==> config.mk <==
export PLATFORM = sky130hd
export DESIGN_NAME = kce_front
export DESIGN_NICKNAME = d
export VERILOG_FILES = /design/src/design/kce_pkg.sv /design/src/design/kce_front.sv
export SDC_FILE = /design/constraint.sdc
export NUM_CORES = 1
export LEC_CHECK = 0
export ABC_AREA = 1
export BUFFER_PORTS_ARGS = -buffer_cell sky130_fd_sc_hd__buf_2
export CORE_MARGIN = 1.5
export CORE_UTILIZATION = 48
export DETAILED_ROUTE_END_ITERATION = 10
export PLACE_DENSITY = 0.9
export REMOVE_ABC_BUFFERS = 1
export SLEW_MARGIN = 10
export SYNTH_ARGS = -nofsm -noshare
export SYNTH_HDL_FRONTEND = slang
export SYNTH_SLANG_ARGS = --single-unit
==> constraint.sdc <==
create_clock -name clk -period 5 [get_ports clk]
set_input_delay 1 -clock clk [delete_from_list [all_inputs] [get_ports clk]]
set_output_delay 1 -clock clk [all_outputs]
set_load 0.05 [all_outputs]
==> src/design/kce_pkg.sv <==
// Shared types, constants and command codes for the keyframe curve evaluator.
package kce_pkg;

  localparam int unsigned MaxKeysDefault = 256;
  localparam logic [31:0] DegToRadQ32 = 32'd74961321;

  typedef enum logic [1:0] {
    CMD_APPEND = 2'd0,
    CMD_EVAL   = 2'd1,
    CMD_CLEAR  = 2'd2,
    CMD_NONE   = 2'd3
  } cmd_t;

  typedef enum logic [1:0] {
    ST_INTERP  = 2'd0,
    ST_SINGLE  = 2'd1,
    ST_CLAMPED = 2'd2,
    ST_NOKEYS  = 2'd3
  } status_t;

  // One evaluate job handed from the front to the back.
  typedef struct packed {
    logic [31:0] query_time;
    logic [9:0]  model;
    logic [3:0]  channel;
  } job_t;

  function automatic logic is_rot(input logic [3:0] ch);
    is_rot = (ch == 4'd3) || (ch == 4'd4) || (ch == 4'd5);
  endfunction

endpackage

==> src/design/kce_front.sv <==
// Front: accepts beats, tracks key count, posts evaluate jobs to a queue.
module kce_front #(
  parameter int unsigned MaxKeys = kce_pkg::MaxKeysDefault
) (
  input  logic                       clk,
  input  logic                       rst_n,
  input  logic                       in_valid,
  output logic                       in_stall,
  input  logic [1:0]                 in_command,
  input  logic [31:0]                in_key_time,
  input  logic [31:0]                in_key_value,
  input  logic [31:0]                in_query_time,
  input  logic [9:0]                 in_model_number,
  input  logic [3:0]                 in_channel_number,
  input  logic                       back_busy,
  input  logic                       q_pop,
  output logic                       q_valid,
  output kce_pkg::job_t              q_job,
  output logic                       wr_en,
  output logic [$clog2(MaxKeys)-1:0] wr_addr,
  output logic [31:0]                wr_time,
  output logic [31:0]                wr_value,
  output logic [$clog2(MaxKeys):0]   key_count
);
  import kce_pkg::*;
  localparam int unsigned CW = $clog2(MaxKeys) + 1;

  job_t             q_r [2];
  logic [1:0]       q_cnt_r, q_cnt_nxt;
  logic             q_rd_r, q_wr_r;
  logic [CW-1:0]    cnt_r;
  logic             acc, push, mod_keys;
  cmd_t             cmd;

  assign cmd = cmd_t'(in_command);
  // Key store edits wait until the back is idle and no job is queued.
  assign mod_keys = (cmd == CMD_APPEND) || (cmd == CMD_CLEAR);
  assign in_stall = mod_keys ? (back_busy || q_cnt_r != 2'd0) : (q_cnt_r == 2'd2);
  assign acc  = in_valid && !in_stall;
  assign push = acc && cmd == CMD_EVAL;

  assign wr_en    = acc && cmd == CMD_APPEND && cnt_r < CW'(MaxKeys);
  assign wr_addr  = cnt_r[CW-2:0];
  assign wr_time  = in_key_time;
  assign wr_value = in_key_value;
  assign key_count = cnt_r;

  assign q_valid = q_cnt_r != 2'd0;
  assign q_job   = q_r[q_rd_r];

  always_comb begin
    q_cnt_nxt = q_cnt_r + {1'b0, push} - {1'b0, q_pop};
  end

  always_ff @(posedge clk) begin
    if (!rst_n) begin
      cnt_r <= '0;
      q_cnt_r <= '0;
      q_rd_r <= 1'b0;
      q_wr_r <= 1'b0;
    end else begin
      if (wr_en) cnt_r <= cnt_r + CW'(1);
      else if (acc && cmd == CMD_CLEAR) cnt_r <= '0;
      q_cnt_r <= q_cnt_nxt;
      if (push) q_wr_r <= ~q_wr_r;
      if (q_pop) q_rd_r <= ~q_rd_r;
    end
  end

  always_ff @(posedge clk) begin
    if (push) q_r[q_wr_r] <= '{query_time: in_query_time, model: in_model_number,
                              channel: in_channel_number};
  end
endmodule

[Yosys cells after proc, flatten, opt, wreduce, memory -nomap -nowiden]
Memory sizes are Yosys's and may differ from the RTL's. A register that Yosys moved wholly into a read port is not among the register bits.
Cells that the tools add are included.
Operators by class
  add/subtract/negate cells: 3
  magnitude comparators: 1
  equality and inequality tests: 3
  multiplexer cells: 7
  bitwise gates (word level): 2
  reductions and logical operators: 11
Operators by type and width (count)
  $mux W9: 2
  $add A9 B1 Y9 const B: 1
  $lt A9 B9 Y1 const B: 1
  $logic_and A1 B1 Y1: 5
  $mux W1: 5
  $eq A2 B2 Y1 const B: 2
  $reduce_bool A2 Y1: 2
  $add A2 B1 Y2: 1
  $eq A2 B1 Y1 const B: 1
  $logic_not A2 Y1: 1
  $logic_or A1 B1 Y1: 2
  $not A1 Y1: 2
  $sub A2 B1 Y2: 1
  $logic_not A1 Y1: 1
Storage, ports and cells
  flip-flop bits (word level): 13
  bits in writable memories: 92
  input port bits: 117
  output and inout bits: 130
  word-level logic and storage cells: 32
  memories: 1
Memory list
  q_r: depth 2, bits a word 46, rd ports 1, clocked after memory_dff 1, write ports 1, RTL line kce_front.sv:28  | job_t q_r [2];

[Longest topological paths before layout]
  word-level depth: 8
  gate-level depth with buffers: 9
  depth with buffers taken out: 9

[Least setup slack after synthesis]
Ideal clock, no wire load.
  path kind: input to register
  start: input port in_command[1]
  end: memory q_r[0][0] in the netlist's numbering, enable pin
  setup time: 0.450 ns
  data arrival time: 3.209 ns
  data required time: 4.550 ns
  path slack: 1.342 ns
  cell stages on the path: 3
  path buffers: 0
  cells stage by stage: inv_1 -> nand4_1 -> nor2_1
On the way
  word-level cells in the longest chain between the ends: 8
  elaborated cells between the ends (all ways): 10
  classes of those cells: eq/ne (2); mux (3); reduce/logical (5)
RTL lines
  start: declaration: RTL line kce_front.sv:9  | input logic [1:0] in_command,
  $eq A2 B2 Y1 / $logic_not A2 Y1 (equally long branches): RTL line kce_front.sv:37  | assign mod_keys = (cmd == CMD_APPEND) || (cmd == CMD_CLEAR);
  $logic_or A1 B1 Y1: RTL line kce_front.sv:37
  $mux W1: RTL line kce_front.sv:38  | assign in_stall = mod_keys ? (back_busy || q_cnt_r != 2'd0) : (q_cnt_r == 2'd2);
  $logic_not A1 Y1: RTL line kce_front.sv:39  | assign acc = in_valid && !in_stall;
  $logic_and A1 B1 Y1: RTL line kce_front.sv:39
  $logic_and A1 B1 Y1 *: RTL line kce_front.sv:40  | assign push = acc && cmd == CMD_EVAL;
  $mux W1 *: RTL line kce_front.sv:71  | if (push) q_r[q_wr_r] <= '{query_time: in_query_time, model: in_model_number,
  $mux W1 (not written as such) *: RTL line kce_front.sv:71
  end: declaration: RTL line kce_front.sv:28
Every way passes the cells marked *; elsewhere a longest branch is shown, timed or not.

==> reports/metrics.yaml <==
status:
  status: "finished, final reports clean"
routing:
  drt-vias-per-instance: 5.22
  post_drt_wl_per_cell_um: 27.2
  drtIter0Drc: 79
  wl_mm: 13.9
  vias: 2663
  route.antenna.remaining_nets: 0
  drcViolationCount: 0
  drt_first_pass_iters: 4
synth:
  yosys.cell_types.count: 22
  synth_ff_type: "edfxtp_1"
  synth_seq_cells: 106
  synthesis.area_mm2: 0.00461
  synth_most_common_cell: "edfxtp_1"
  avgSynthCellArea_um2: 14.3
  synth_area_leader_cell: "edfxtp_1"
  synth_common_cells: "edfxtp_1 (92), buf_4 (72), mux2_2 (46)"
  synth.area.top_cells: "edfxtp_1 (60%), buf_4 (12%), mux2_2 (11%)"
  yosys_warnings: 0
  synthCells: 323
  synth_edf_count: 92
  seq_area_frac_synth_pct: 66.0
  async_flop_share_pct: 0
  synth_top_area_share_pct: 59.9
worst_setup_path:
  cp_top_family: "flip-flops"
  cp.required_ns: 4.00
  crit_buf_inv: 1
  path_cells: "mux2_2 -> buf_2"
  path_class: "reg -> out"
  endpoint: "q_job[33]"
  ff2ff_path_depth: 5
  slowest_stage: "dfxtp_2"
  endpoint_kind: "output pin"
  cp.arrival_ns: 2.08
  max_stage_delay_ns: 1.07
  cp-start-kind: "flip-flop"
  regToRegEndpoint: "q_r[1][30]"
  path_max_fanout: 46
  r2r-start: "q_cnt_r[0]"
  r2r_setup_slack_ns: 2.67
  worst-path-stages: 2
grt:
  overflow: 0
  antenna_found_initial: 0
  grt_max_degree: 47
  grtUsageTotal_pct: 27.1
  grt_pass1_wl_mm: 18.2
  grt_pass1_vias: 2535
clocking:
  cts_resized: 0
  cts_sinks: 106
  post_cts.repair.setup_buffers: 0
  clk_pin_slew_ns: 0.10
  cts_hold_buf: 0
  cts_tree: "built"
  cts-htree-levels: 3
  cts_buffers: 9
  insertion_delay_ns: 0.35
  cts_buffer_depth: 2
  cts_root_buffer: "clkbuf_8"
layout:
  antenna_cells: 0
  syn_to_final_growth_pct: 8.69
  drive_gt1_share_pct: 49.3
  fin_cells: 510
  fin_nets: 496
  fillers: 761
floorplan:
  dieHeight_um: 101
  die-area_mm2: 0.0102
  core_area_mm2: 0.00928
  start_util_pct: 49.6
  placementRows: 35
  die_x_um: 101
  io_pins: 247
place:
  hpwlAfterDp_mm: 11.4
  dp_cells: 494
  place.gp.congestion: 0.818
  io_buffer_count: 118
timing:
  skew_ns: 0.0118
  setup_viol: 0
  worst_slew_margin_rel_pct: 26.4
  tightestPinTransition_ns: 1.10
  slew_violations: 0
  fmax_ghz: 0.324
  setup_tns_ns: 0
  finalCritPeriodShare_pct: 61.6
  grt_setup_unrepaired: "false"
  hold_viol_final: 0
  min_period_ns: 3.08
job:
  drv_cap: 0
worst_hold_path:
  hold_class: "reg -> reg"
power:
  p_per_area_mw_per_mm2: 350
  ir_drop_mv: 0.153
  leakage_uw: 0.00191
==> where the power goes <==
group          total [uW]  leakage, uW  internal [uW]  switching (uW)
Sequential           1010     0.000948            983            22.6
Clock                 495    0.0000909            231             265
Combinational         250     0.000874           77.6             172
==> flip-flops by register name (all words and copies together), names as in the netlist, named ones only <==
signal,cells
q_cnt_r,2
key_count,9
q_rd_r,1
q_wr_r,1
q_r,92
==> cell families (layout without fill, tap and decap cells) <==
group | count (synthesis) | after routing | synth area share, %
xor+xnor | 2 | 2 | 0.380
flops | 106 | 106 | 66.0
buf+inv | 96 | 154 | 13.8
fa+ha+maj | 3 | 3 | 0.814
simple gates | 44 | 44 | 4.91
compound gates | 26 | 26 | 2.82
mux | 46 | 46 | 11.2
==> cell usage in the layout, fill, tap and decap left out, types with 2 or more instances in the layout <==
master    count
ha_1          3
clkbuf_1      2
nand2_1      21
buf_2       118
o21ai_1       7
a21oi_1      10
nand3_1       3
inv_1        16
mux2_2       46
buf_4         2
inv_2         2
dfxtp_1      13
nor2_1        8
o21ai_0       9
clkbuf_8      9
nor2_4        3
nand4_1       5
edfxtp_1     92
xnor2_1       2
==> per-stage QoR <==
| step | util [%] | setup slack (ns) | power, uW | hold WS, ns | instance area [um^2] |
|---|---|---|---|---|---|
| finish | 54.0 | 1.92 | 1750 | 0.534 | 5010 |
| global route | 54.0 | 1.80 | 1810 | 0.559 | 5010 |
| CTS | 54.0 | 1.87 | 1760 | 0.526 | 5010 |
| detailed placement | 52.0 | 2.01 | 1280 | 0.510 | 4820 |
| global placement | 52.0 | 2.05 | 1270 | 0.495 | 4820 |
| floorplan | - | 1.34 | 1200 | 0.459 | 4040 |
==> cell type report <==
| class | instances | area [um^2] | share of cell area (%) |
|---|---|---|---|
| inverter | 18 | 67.6 | 1.35 |
| timing repair buffer | 120 | 606 | 12.1 |
| clock inverter | 5 | 55.1 | 1.10 |
| sequential | 106 | 3040 | 60.8 |
| clock buffer | 11 | 131 | 2.62 |
| multi-input combinational | 121 | 945 | 18.9 |
| tap | 129 | 161 | 3.22 |
==> worst register-to-register path: cells and delay by family, from the launching register on <==
family	cells	cell delay (ns)
buffers and inverters	2	0.48
and+or+nand+nor	3	1.09
DFF	1	0.43
==> metal layers <==
layer	vias up	routed length, um	GRT usage, %
met1	1241	3430	19.1
li1	1174	-	-
met4	0	206	7.48
met5	-	0	1.54
met3	12	3510	32.2
met2	236	6740	44.4
==> how the worst min path moves through the flow <==
stage / slack, ns / startpoint / endpoint / depth (start not counted)
5_1_grt: 0.56 / q_cnt_r[1] / q_cnt_r[1] / 2
2_1_floorplan: 0.46 / q_wr_r / q_wr_r / 2
6_report: 0.53 / q_cnt_r[1] / q_cnt_r[1] / 2
3_3_place_gp: 0.49 / key_count[8] / key_count[8] / 2
4_1_cts: 0.53 / q_cnt_r[1] / q_cnt_r[1] / 2
3_5_place_dp: 0.51 / q_cnt_r[1] / q_cnt_r[1] / 2
No activity file was read; power rests on OpenSTA's default activity.
