==> config.mk <==
export PLATFORM = sky130hd
export DESIGN_NAME = kce_back
export DESIGN_NICKNAME = d
export VERILOG_FILES = /design/src/design/kce_pkg.sv /design/src/design/kce_back.sv
export SDC_FILE = /design/constraint.sdc
export NUM_CORES = 2
export LEC_CHECK = 0
export BUFFER_PORTS_ARGS = -buffer_cell sky130_fd_sc_hd__buf_2
export CAP_MARGIN = 20
export CORE_ASPECT_RATIO = 1.2
export CORE_MARGIN = 1
export CORE_UTILIZATION = 65
export CTS_BUF_LIST = sky130_fd_sc_hd__clkbuf_4 sky130_fd_sc_hd__clkbuf_8
export CTS_CLUSTER_SIZE = 20
export DETAILED_ROUTE_END_ITERATION = 8
export PLACE_DENSITY = 0.82
export SETUP_SLACK_MARGIN = 0.02
export SYNTH_ARGS = -nofsm -noshare
export SYNTH_HDL_FRONTEND = slang
export SYNTH_SLANG_ARGS = --single-unit
export TNS_END_PERCENT = 100
==> constraint.sdc <==
create_clock -name clk -period 13 [get_ports clk]
set_input_delay 0.65 -clock clk [delete_from_list [all_inputs] [get_ports clk]]
set_output_delay 0.65 -clock clk [all_outputs]
set_load 0.05 [all_outputs]
==> src/design/kce_pkg.sv <==
// Shared types, constants and command codes for the keyframe curve evaluator.
package kce_pkg;

  localparam int unsigned MaxKeysDefault = 256;
  localparam logic [31:0] DegToRadQ32 = 32'd74961321;

  typedef enum logic [1:0] {
    CMD_APPEND = 2'd0,
    CMD_EVAL   = 2'd1,
    CMD_CLEAR  = 2'd2,
    CMD_NONE   = 2'd3
  } cmd_t;

  typedef enum logic [1:0] {
    ST_INTERP  = 2'd0,
    ST_SINGLE  = 2'd1,
    ST_CLAMPED = 2'd2,
    ST_NOKEYS  = 2'd3
  } status_t;

  // One evaluate job handed from the front to the back.
  typedef struct packed {
    logic [31:0] query_time;
    logic [9:0]  model;
    logic [3:0]  channel;
  } job_t;

  function automatic logic is_rot(input logic [3:0] ch);
    is_rot = (ch == 4'd3) || (ch == 4'd4) || (ch == 4'd5);
  endfunction

endpackage

==> src/design/kce_back.sv <==
// Back: scans keys, divides for the segment fraction, scales rotation, drives results.
module kce_back #(
  parameter int unsigned MaxKeys = kce_pkg::MaxKeysDefault
) (
  input  logic                       clk,
  input  logic                       rst_n,
  input  logic                       q_valid,
  input  kce_pkg::job_t              q_job,
  output logic                       q_pop,
  output logic                       busy,
  input  logic [$clog2(MaxKeys):0]   key_count,
  output logic [$clog2(MaxKeys)-1:0] rd_addr,
  input  logic [31:0]                rd_time,
  input  logic [31:0]                rd_value,
  output logic                       out_valid,
  input  logic                       out_stall,
  output logic [31:0]                out_curve_value,
  output logic [9:0]                 out_model_out,
  output logic [3:0]                 out_channel_out,
  output logic [1:0]                 out_status
);
  import kce_pkg::*;
  localparam int unsigned AW = $clog2(MaxKeys);
  localparam int unsigned CW = AW + 1;

  typedef enum logic [9:0] {
    S_IDLE  = 10'b0000000001,
    S_RD0   = 10'b0000000010,
    S_FIRST = 10'b0000000100,
    S_SCAN  = 10'b0000001000,
    S_MUL   = 10'b0000010000,
    S_DIV   = 10'b0000100000,
    S_SC1   = 10'b0001000000,
    S_SC2   = 10'b0010000000,
    S_RND   = 10'b0100000000,
    S_OUT   = 10'b1000000000
  } state_t;

  state_t        st_r;
  job_t          job_r;
  logic [CW-1:0] idx_r;       // index of key now on read data
  logic [31:0]   t0_r, v0_r, first_t_r;
  logic [31:0]   v_r;
  logic [1:0]    stat_r;
  logic [63:0]   rem_r;
  logic [63:0]   quo_r;
  logic [32:0]   span_r;
  logic [31:0]   mag_r, off_r;
  logic          neg_r;
  logic [6:0]    bit_r;
  logic [63:0]   sc_r;
  logic [63:0]   sc_rnd;
  logic [31:0]   res_r;

  logic signed [31:0] tq, tk, tp;
  logic [64:0]   trial;
  assign tq = signed'(job_r.query_time);
  assign tk = signed'(rd_time);
  assign tp = signed'(t0_r);

  always_comb begin
    rd_addr = idx_r[AW-1:0];
    if (st_r == S_IDLE) rd_addr = '0;
    else if ((st_r == S_FIRST || st_r == S_SCAN) && idx_r + CW'(1) < CW'(MaxKeys))
      rd_addr = AW'(idx_r + CW'(1));
  end

  assign q_pop = (st_r == S_IDLE) && q_valid;
  assign busy  = (st_r != S_IDLE);
  assign out_valid = (st_r == S_OUT);
  assign out_curve_value = res_r;
  assign out_model_out   = job_r.model;
  assign out_channel_out = job_r.channel;
  assign out_status      = stat_r;
  assign trial = {rem_r, quo_r[63]} - {32'd0, span_r};
  assign sc_rnd = sc_r + 64'h8000_0000;

  always_ff @(posedge clk) begin
    if (!rst_n) begin
      st_r <= S_IDLE;
    end else begin
      unique case (st_r)
        S_IDLE: if (q_valid) begin
          job_r <= q_job;
          idx_r <= '0;
          st_r <= S_RD0;
        end
        S_RD0: begin
          if (key_count == '0) begin
            v_r <= '0; stat_r <= ST_NOKEYS; res_r <= '0; st_r <= S_OUT;
          end else st_r <= S_FIRST;
        end
        S_FIRST: begin
          t0_r <= rd_time; v0_r <= rd_value; first_t_r <= rd_time; v_r <= rd_value;
          idx_r <= idx_r + CW'(1);
          if (key_count == CW'(1)) begin
            stat_r <= ST_SINGLE; st_r <= S_SC1;
          end else st_r <= S_SCAN;
        end
        S_SCAN: begin
          if (tp <= tq && tq <= tk) begin
            span_r <= 33'($signed(tk) - $signed(tp));
            off_r  <= 32'($signed(tq) - $signed(tp));
            neg_r  <= $signed(rd_value) < $signed(v0_r);
            mag_r  <= ($signed(rd_value) < $signed(v0_r))
                      ? 32'($signed(v0_r) - $signed(rd_value))
                      : 32'($signed(rd_value) - $signed(v0_r));
            stat_r <= ST_INTERP;
            st_r <= S_MUL;
          end else if (idx_r + CW'(1) >= key_count) begin
            v_r <= ($signed(tq) < $signed(first_t_r)) ? v_r : rd_value;
            stat_r <= ST_CLAMPED;
            st_r <= S_SC1;
          end else begin
            t0_r <= rd_time; v0_r <= rd_value; idx_r <= idx_r + CW'(1);
          end
          // v_r keeps the first value for the low clamp
        end
        S_MUL: begin
          if (span_r == '0) begin
            v_r <= v0_r; st_r <= S_SC1;
          end else begin
            quo_r <= 64'(off_r) * 64'(mag_r);
            rem_r <= '0; bit_r <= '0; st_r <= S_DIV;
          end
        end
        S_DIV: begin
          // restoring divide, one quotient bit per cycle
          if (!trial[64]) begin
            rem_r <= trial[63:0]; quo_r <= {quo_r[62:0], 1'b1};
          end else begin
            rem_r <= {rem_r[62:0], quo_r[63]}; quo_r <= {quo_r[62:0], 1'b0};
          end
          bit_r <= bit_r + 7'd1;
          if (bit_r == 7'd63) st_r <= S_SC1;
        end
        S_SC1: begin
          if (stat_r == ST_INTERP && span_r != '0)
            v_r <= neg_r ? v0_r - quo_r[31:0] : v0_r + quo_r[31:0];
          st_r <= S_SC2;
        end
        S_SC2: begin
          if (is_rot(job_r.channel)) begin
            sc_r <= 64'($signed(v_r) < 0 ? 32'(-v_r) : v_r) * 64'(DegToRadQ32);
          end
          res_r <= v_r;
          st_r <= is_rot(job_r.channel) ? S_RND : S_OUT;
          idx_r <= {CW{1'b0}};
        end
        // round the degree product to nearest, halves away from zero
        S_RND: begin
          res_r <= $signed(v_r) < 0 ? 32'(-sc_rnd[63:32]) : sc_rnd[63:32];
          st_r <= S_OUT;
        end
        S_OUT: if (!out_stall) st_r <= S_IDLE;
        default: st_r <= S_IDLE;
      endcase
    end
  end
endmodule

== Yosys cells after proc, flatten, opt, wreduce, memory -nomap -nowiden ==
Index checks and enable logic that the tools add are counted.
Storage, ports and cells
  register bits after elaboration: 524
  input port bits: 123
Cells by class
  add/sub/neg operators: 12
  $lt $le $gt $ge: 7
  eq/ne operators: 29
  muxes and demuxes: 47
  reduce and logical (&&, ||, !) cells: 28
  multipliers: 2
Operator list (number)
  two-way mux 32 bit: 14
  case mux 64 bit (2 select lines): 2
  two-way mux 64 bit: 3
  case mux 32 bit (5 select lines): 1
  case mux 32 bit (2 select lines): 2
  subtractor 32 bit: 4
  case mux 10 bit (10 select lines): 1
  case mux 32 bit (3 select lines): 1
  two-way mux 10 bit: 7
  subtractor 65 x 33 -> 65 bit: 1
  adder 64 x 32 -> 64 bit, second input constant: 1
  <= comparator 32 bit: 2
  < comparator 32 bit: 2
  multiplier 32 x 32 -> 64 bit: 1
  negator 32 bit: 2
  multiplier 32 x 27 -> 59 bit, second input constant: 1
  case mux 9 bit (4 select lines): 1
  logical NOT 33 bit: 1
  nonzero test 33 bit: 1
  subtractor 32 x 32 -> 33 bit: 1
  adder 32 bit: 1
  < comparator 32 x 1 -> 1 bit, second input constant: 1
  two-way mux 9 bit: 3
  two-way mux 7 bit: 3
  other kinds (40): 68

== Depth between registers and ports, before layout ==
  depth after elaboration: 5
  gate-level depth with buffers: 33
  mapped depth without buffers: 33

== Worst setup path after synthesis ==
No wires, ideal clock.
  path kind: register -> register
  from: register st_r[8]
  to: register bit_r[0] (enable)
  arrival time: 8290 ps
  data required time: 12326 ps
  path buffers: 1
  setup slack: 4035 ps
  cell stages (with the launch flop): 8
  library setup time: 674 ps
  cells stage by stage: dfxtp_1 nor4_1 nand2_1 or3_1 nor3b_1 clkbuf_1 o21ai_0 a21oi_1
On the way
  longest elaborated chain between the ends: 3
  elaborated cells between the ends (all ways): 5
  those cells by class: eq/ne: 3; reduce/logical: 2
RTL lines
  start: declaration: RTL line kce_back.sv:39  | state_t st_r;
  start signal: assignment: RTL line kce_back.sv:147  | st_r <= is_rot(job_r.channel) ? S_RND : S_OUT;
  == test 10 x 5 -> 1 bit or == test 10 x 6 -> 1 bit (tied branches): RTL line kce_back.sv:82  | unique case (st_r)
  inequality test 2 bit (no line) or nonzero test 2 bit (tied branches)
  AND reduction 3 bit (no line) *
  end signal: assignment: RTL line kce_back.sv:134  | bit_r <= bit_r + 7'd1;
  end: declaration: RTL line kce_back.sv:50  | logic [6:0] bit_r;
Every way passes the cells marked *; elsewhere a longest branch is shown, timed or not.
A chain may end at the register's enable or synchronous reset.

== Worst setup path after layout ==
  from: register v_r[14]
  to: register sc_r[42] (data pin)
On the way
  longest elaborated chain between the ends: 3
  elaborated cells between the ends (all ways): 4
  those cells by class: add/sub: 1; mul: 1; order compare: 1; mux: 1
RTL lines
  start: declaration: RTL line kce_back.sv:43  | logic [31:0] v_r;
  start signal: assignment: RTL line kce_back.sv:94  | t0_r <= rd_time; v0_r <= rd_value; first_t_r <= rd_time; v_r <= rd_value;
  start signal: assignment: RTL line kce_back.sv:111  | v_r <= ($signed(tq) < $signed(first_t_r)) ? v_r : rd_value;
  start signal: assignment: RTL line kce_back.sv:139  | v_r <= neg_r ? v0_r - quo_r[31:0] : v0_r + quo_r[31:0];
  negator 32 bit or < comparator 32 x 1 -> 1 bit (tied branches): RTL line kce_back.sv:144  | sc_r <= 64'($signed(v_r) < 0 ? 32'(-v_r) : v_r) * 64'(DegToRadQ32);
  two-way mux 32 bit *: RTL line kce_back.sv:144
  multiplier 32 x 27 -> 59 bit *: RTL line kce_back.sv:144
  end signal: assignment: RTL line kce_back.sv:144
  end: declaration: RTL line kce_back.sv:51  | logic [63:0] sc_r;
Marked as above.

==> flow_metrics.tcl <==
set metrics [dict create \
    skew_ns 0.0498 \
    final-hold-violation-count 0 \
    swShare 0.432 \
    hpwl_mm 184 \
    final_util 0.696 \
    ys_ff_latch 488 \
    antenna_found_initial 37 \
    grt_pass1_wl_mm 363 \
    drv_slew 0 \
    cts_buffer_depth 3 \
    p_leak_uw 0.0410 \
    cp.arrival_ns 10.41 \
    clkPwrFrac 0.197 \
    worst_hold_path.num_cells 1 \
    net-switching-power_uw 3430 \
    finalWirelength_mm 234 \
    die_x_um 322 \
    final.setup.worst_slack_ns 3.06 \
    drc 0 \
    syn_area_um2 80000 \
    cts_hold_buf 0 \
    ioPinCount 182 \
    synth_top_area_frac 0.313 \
    pre_cts_ws_ns 3.17 \
    gp_congestion 1.01 \
    cts_resized 0 \
    seq_power_share 0.240 \
    worst_path_max_delay_cell "fa_1" \
    gr-total-overflow 0 \
    die_area_um2 125000 \
    criticalPathCategory "flop to flop" \
    maxCapViolCount 0 \
    crit_path_start_kind "flop" \
    r2r-end "sc_r[42]" \
    rr_startpoint "v_r[14]" \
    post-route-period-util 0.765 \
    viasPerCell 6.08 \
    critPathMaxFanout 7 \
    core_um2 122000 \
    reg2reg_slack_ns 3.06 \
    multi_input_area_um2 58000 \
    fillers 9285 \
    synth.net_count 10600 \
    grt_max_degree 73 \
    synth_cells 8453 \
    worstHoldEndpoint "tq[17]" \
    port_buffers 181 \
    first_iter_violations 5453 \
    finalSetupViolCount 0 \
    synth.largest_area_cell "fa_1" \
    synth.most_common_cell "inv_1" \
    drive_gt1_frac 0.0574 \
    dr.pass1.iters 8 \
    synth-async-reset-ratio 0 \
    register_area_um2 14600 \
    relSlewSlack 0.237 \
    hp-class "input pin to flop" \
    tritoncts "built" \
    total_power_uw 7940 \
    track_usage 0.385 \
    internal-power_uw 4510 \
    std_cell_rows 140 \
    yosysWarningCount 0 \
    critPathCaptureType "flop" \
    cts_setup_buffers 0 \
    max_stage_delay_ns 0.65 \
    min_from "q_job[31]" \
    antenna_left 0 \
    die_y_um 386 \
    critPathRequiredTime_ns 13.47 \
    ir_worst_vdd_uv 250 \
    rr_worst_depth 30 \
    dr_total_vias 62200 \
    fin_nets 10700 \
    tightest_slew_ns 1.13 \
    synth-edff-count 478 \
    grt_pass1_vias 65700 \
    synth_area_leaders "fa_1, edfxtp_1, ha_1" \
    power_frac_comb 0.563 \
    clkSinkCount 488 \
    rsz0062_at_grt "no" \
    tns_ns 0 \
    status "finished clean" \
    postSynthAreaPerCell_um2 9.47 \
    path_clk_slew_ns 0.06 \
    power_density_nw_per_um2 93.8 \
    synthFlopType "edfxtp_1" \
    cts-root-buf "clkbuf_8" \
    ys_seq_area_frac 0.182 \
    period_needed_ns 9.94 \
    cts_made_buffers 85 \
    fmax_ghz 0.101 \
    area_growth_pct 5.81 \
    synthDistinctLibCells 83 \
    start_util 0.657 \
    clk_latency_ns 0.72 \
    cts_max_level 3 \
    wire_per_inst_um 22.9 \
    synthTopCellsByCount "inv_1, fa_1, nand2_1, ha_1, and2_1" \
]
## layout make-up
cell class / instances / share of cell area
multi-input cells: 5946 / 0.685
inverters: 1700 / 0.0754
clock inverters: 43 / 0.00489
well taps: 1633 / 0.0241
diodes: 21 / 0.000621
flip-flops and latches: 488 / 0.172
clock buffers: 115 / 0.0170
repair buffers: 291 / 0.0208
## critical path, delay by kind of cell (launching register included)
family | cells | cell delay [ns]
adder cells (fa/ha/maj) | 8 | 3.76
AO/OA/AOI/OAI | 8 | 2.04
flip-flops | 1 | 0.54
XOR/XNOR | 2 | 0.45
buffers and inverters | 5 | 0.60
AND/OR/NAND/NOR | 7 | 2.29
## worst max path at each step
stage	from	endpoint	slack (ns)	cells past startpoint
after floorplan	st_r[8]	bit_r[0]	4.04	7
after global placement	v_r[5]	sc_r[42]	3.25	28
after detailed placement	v_r[14]	sc_r[42]	3.17	30
after CTS	v_r[14]	sc_r[42]	3.14	30
after global routing	v_r[5]	sc_r[52]	2.83	27
final	v_r[14]	sc_r[42]	3.06	30
## placed cells by master (no fill, tap or decap), drive strengths merged, types with 11 or more instances in the layout
cell type | synthesis | routed
a211oi | 34 | 34
a21boi | 13 | 13
a21o | 179 | 179
a21oi | 405 | 405
a221oi | 11 | 11
a22o | 31 | 31
a22oi | 25 | 25
a31oi | 46 | 46
and2 | 499 | 499
and3 | 33 | 33
buf | 13 | 291
clkbuf | 306 | 115
clkinv | 0 | 32
diode | 0 | 21
edfxtp | 478 | 478
fa | 1253 | 1253
ha | 817 | 817
inv | 1700 | 1702
mux2i | 30 | 30
nand2 | 834 | 834
nand2b | 47 | 47
nand3 | 85 | 85
nand4 | 70 | 70
nor2 | 347 | 347
nor2b | 49 | 49
nor3 | 71 | 71
nor3b | 15 | 15
nor4 | 37 | 37
o211ai | 18 | 18
o21a | 46 | 46
o21ai | 244 | 244
o21bai | 44 | 44
o31ai | 37 | 37
or3 | 33 | 33
or4 | 15 | 15
xnor2 | 284 | 284
xor2 | 133 | 133
## power by group through the flow
stage	clock network (uW)	logic [uW]	registers, uW
6_report	1560	4470	1900
5_1_grt	1640	4970	1900
4_1_cts	1580	4460	1900
3_5_place_dp	0	4400	1930
3_3_place_gp	0	4350	1930
2_1_floorplan	0	3070	1940
## metrics by stage
stage / hold WS (ns) / cell area, um^2 / instances
after global routing: 0.0749 / 84700 / 10200
after detailed placement: 0.525 / 82700 / 10100
after floorplan: 0.496 / 80000 / 8453
after CTS: 0.0445 / 84600 / 10200
after global placement: 0.505 / 82700 / 10100
final: 0.102 / 84700 / 10200
## registers in the layout, indices dropped and copies added, names as in the netlist, 4 cells and up
name,count
v0_r,32
first_t_r,32
span_r,33
st_r,10
tq,32
t0_r,32
out_curve_value,32
v_r,32
rem_r,64
mag_r,32
idx_r,9
quo_r,64
bit_r,7
sc_r,28
out_channel_out,4
off_r,32
out_model_out,10
## cell families (layout without fill, tap and decap cells)
kind of cell,Yosys count,in the layout,synth area share
buf+inv,2019,2149,0.0948
xor+xnor,417,417,0.0456
flops,488,488,0.182
simple gates,2177,2177,0.133
fa+ha+maj,2072,2072,0.441
mux,36,36,0.00460
other cells,0,21,0
compound gates,1244,1244,0.0990
## metal layers
layer | wire length [um] | GRT usage | up-vias
li1 | - | - | 27200
met1 | 80900 | 0.445 | 30800
met2 | 117000 | 0.664 | 3209
met3 | 18200 | 0.0557 | 1047
met4 | 18300 | 0.261 | 20
met5 | 136 | 0 | -
Note: power is estimated with default switching activity, not from simulation.
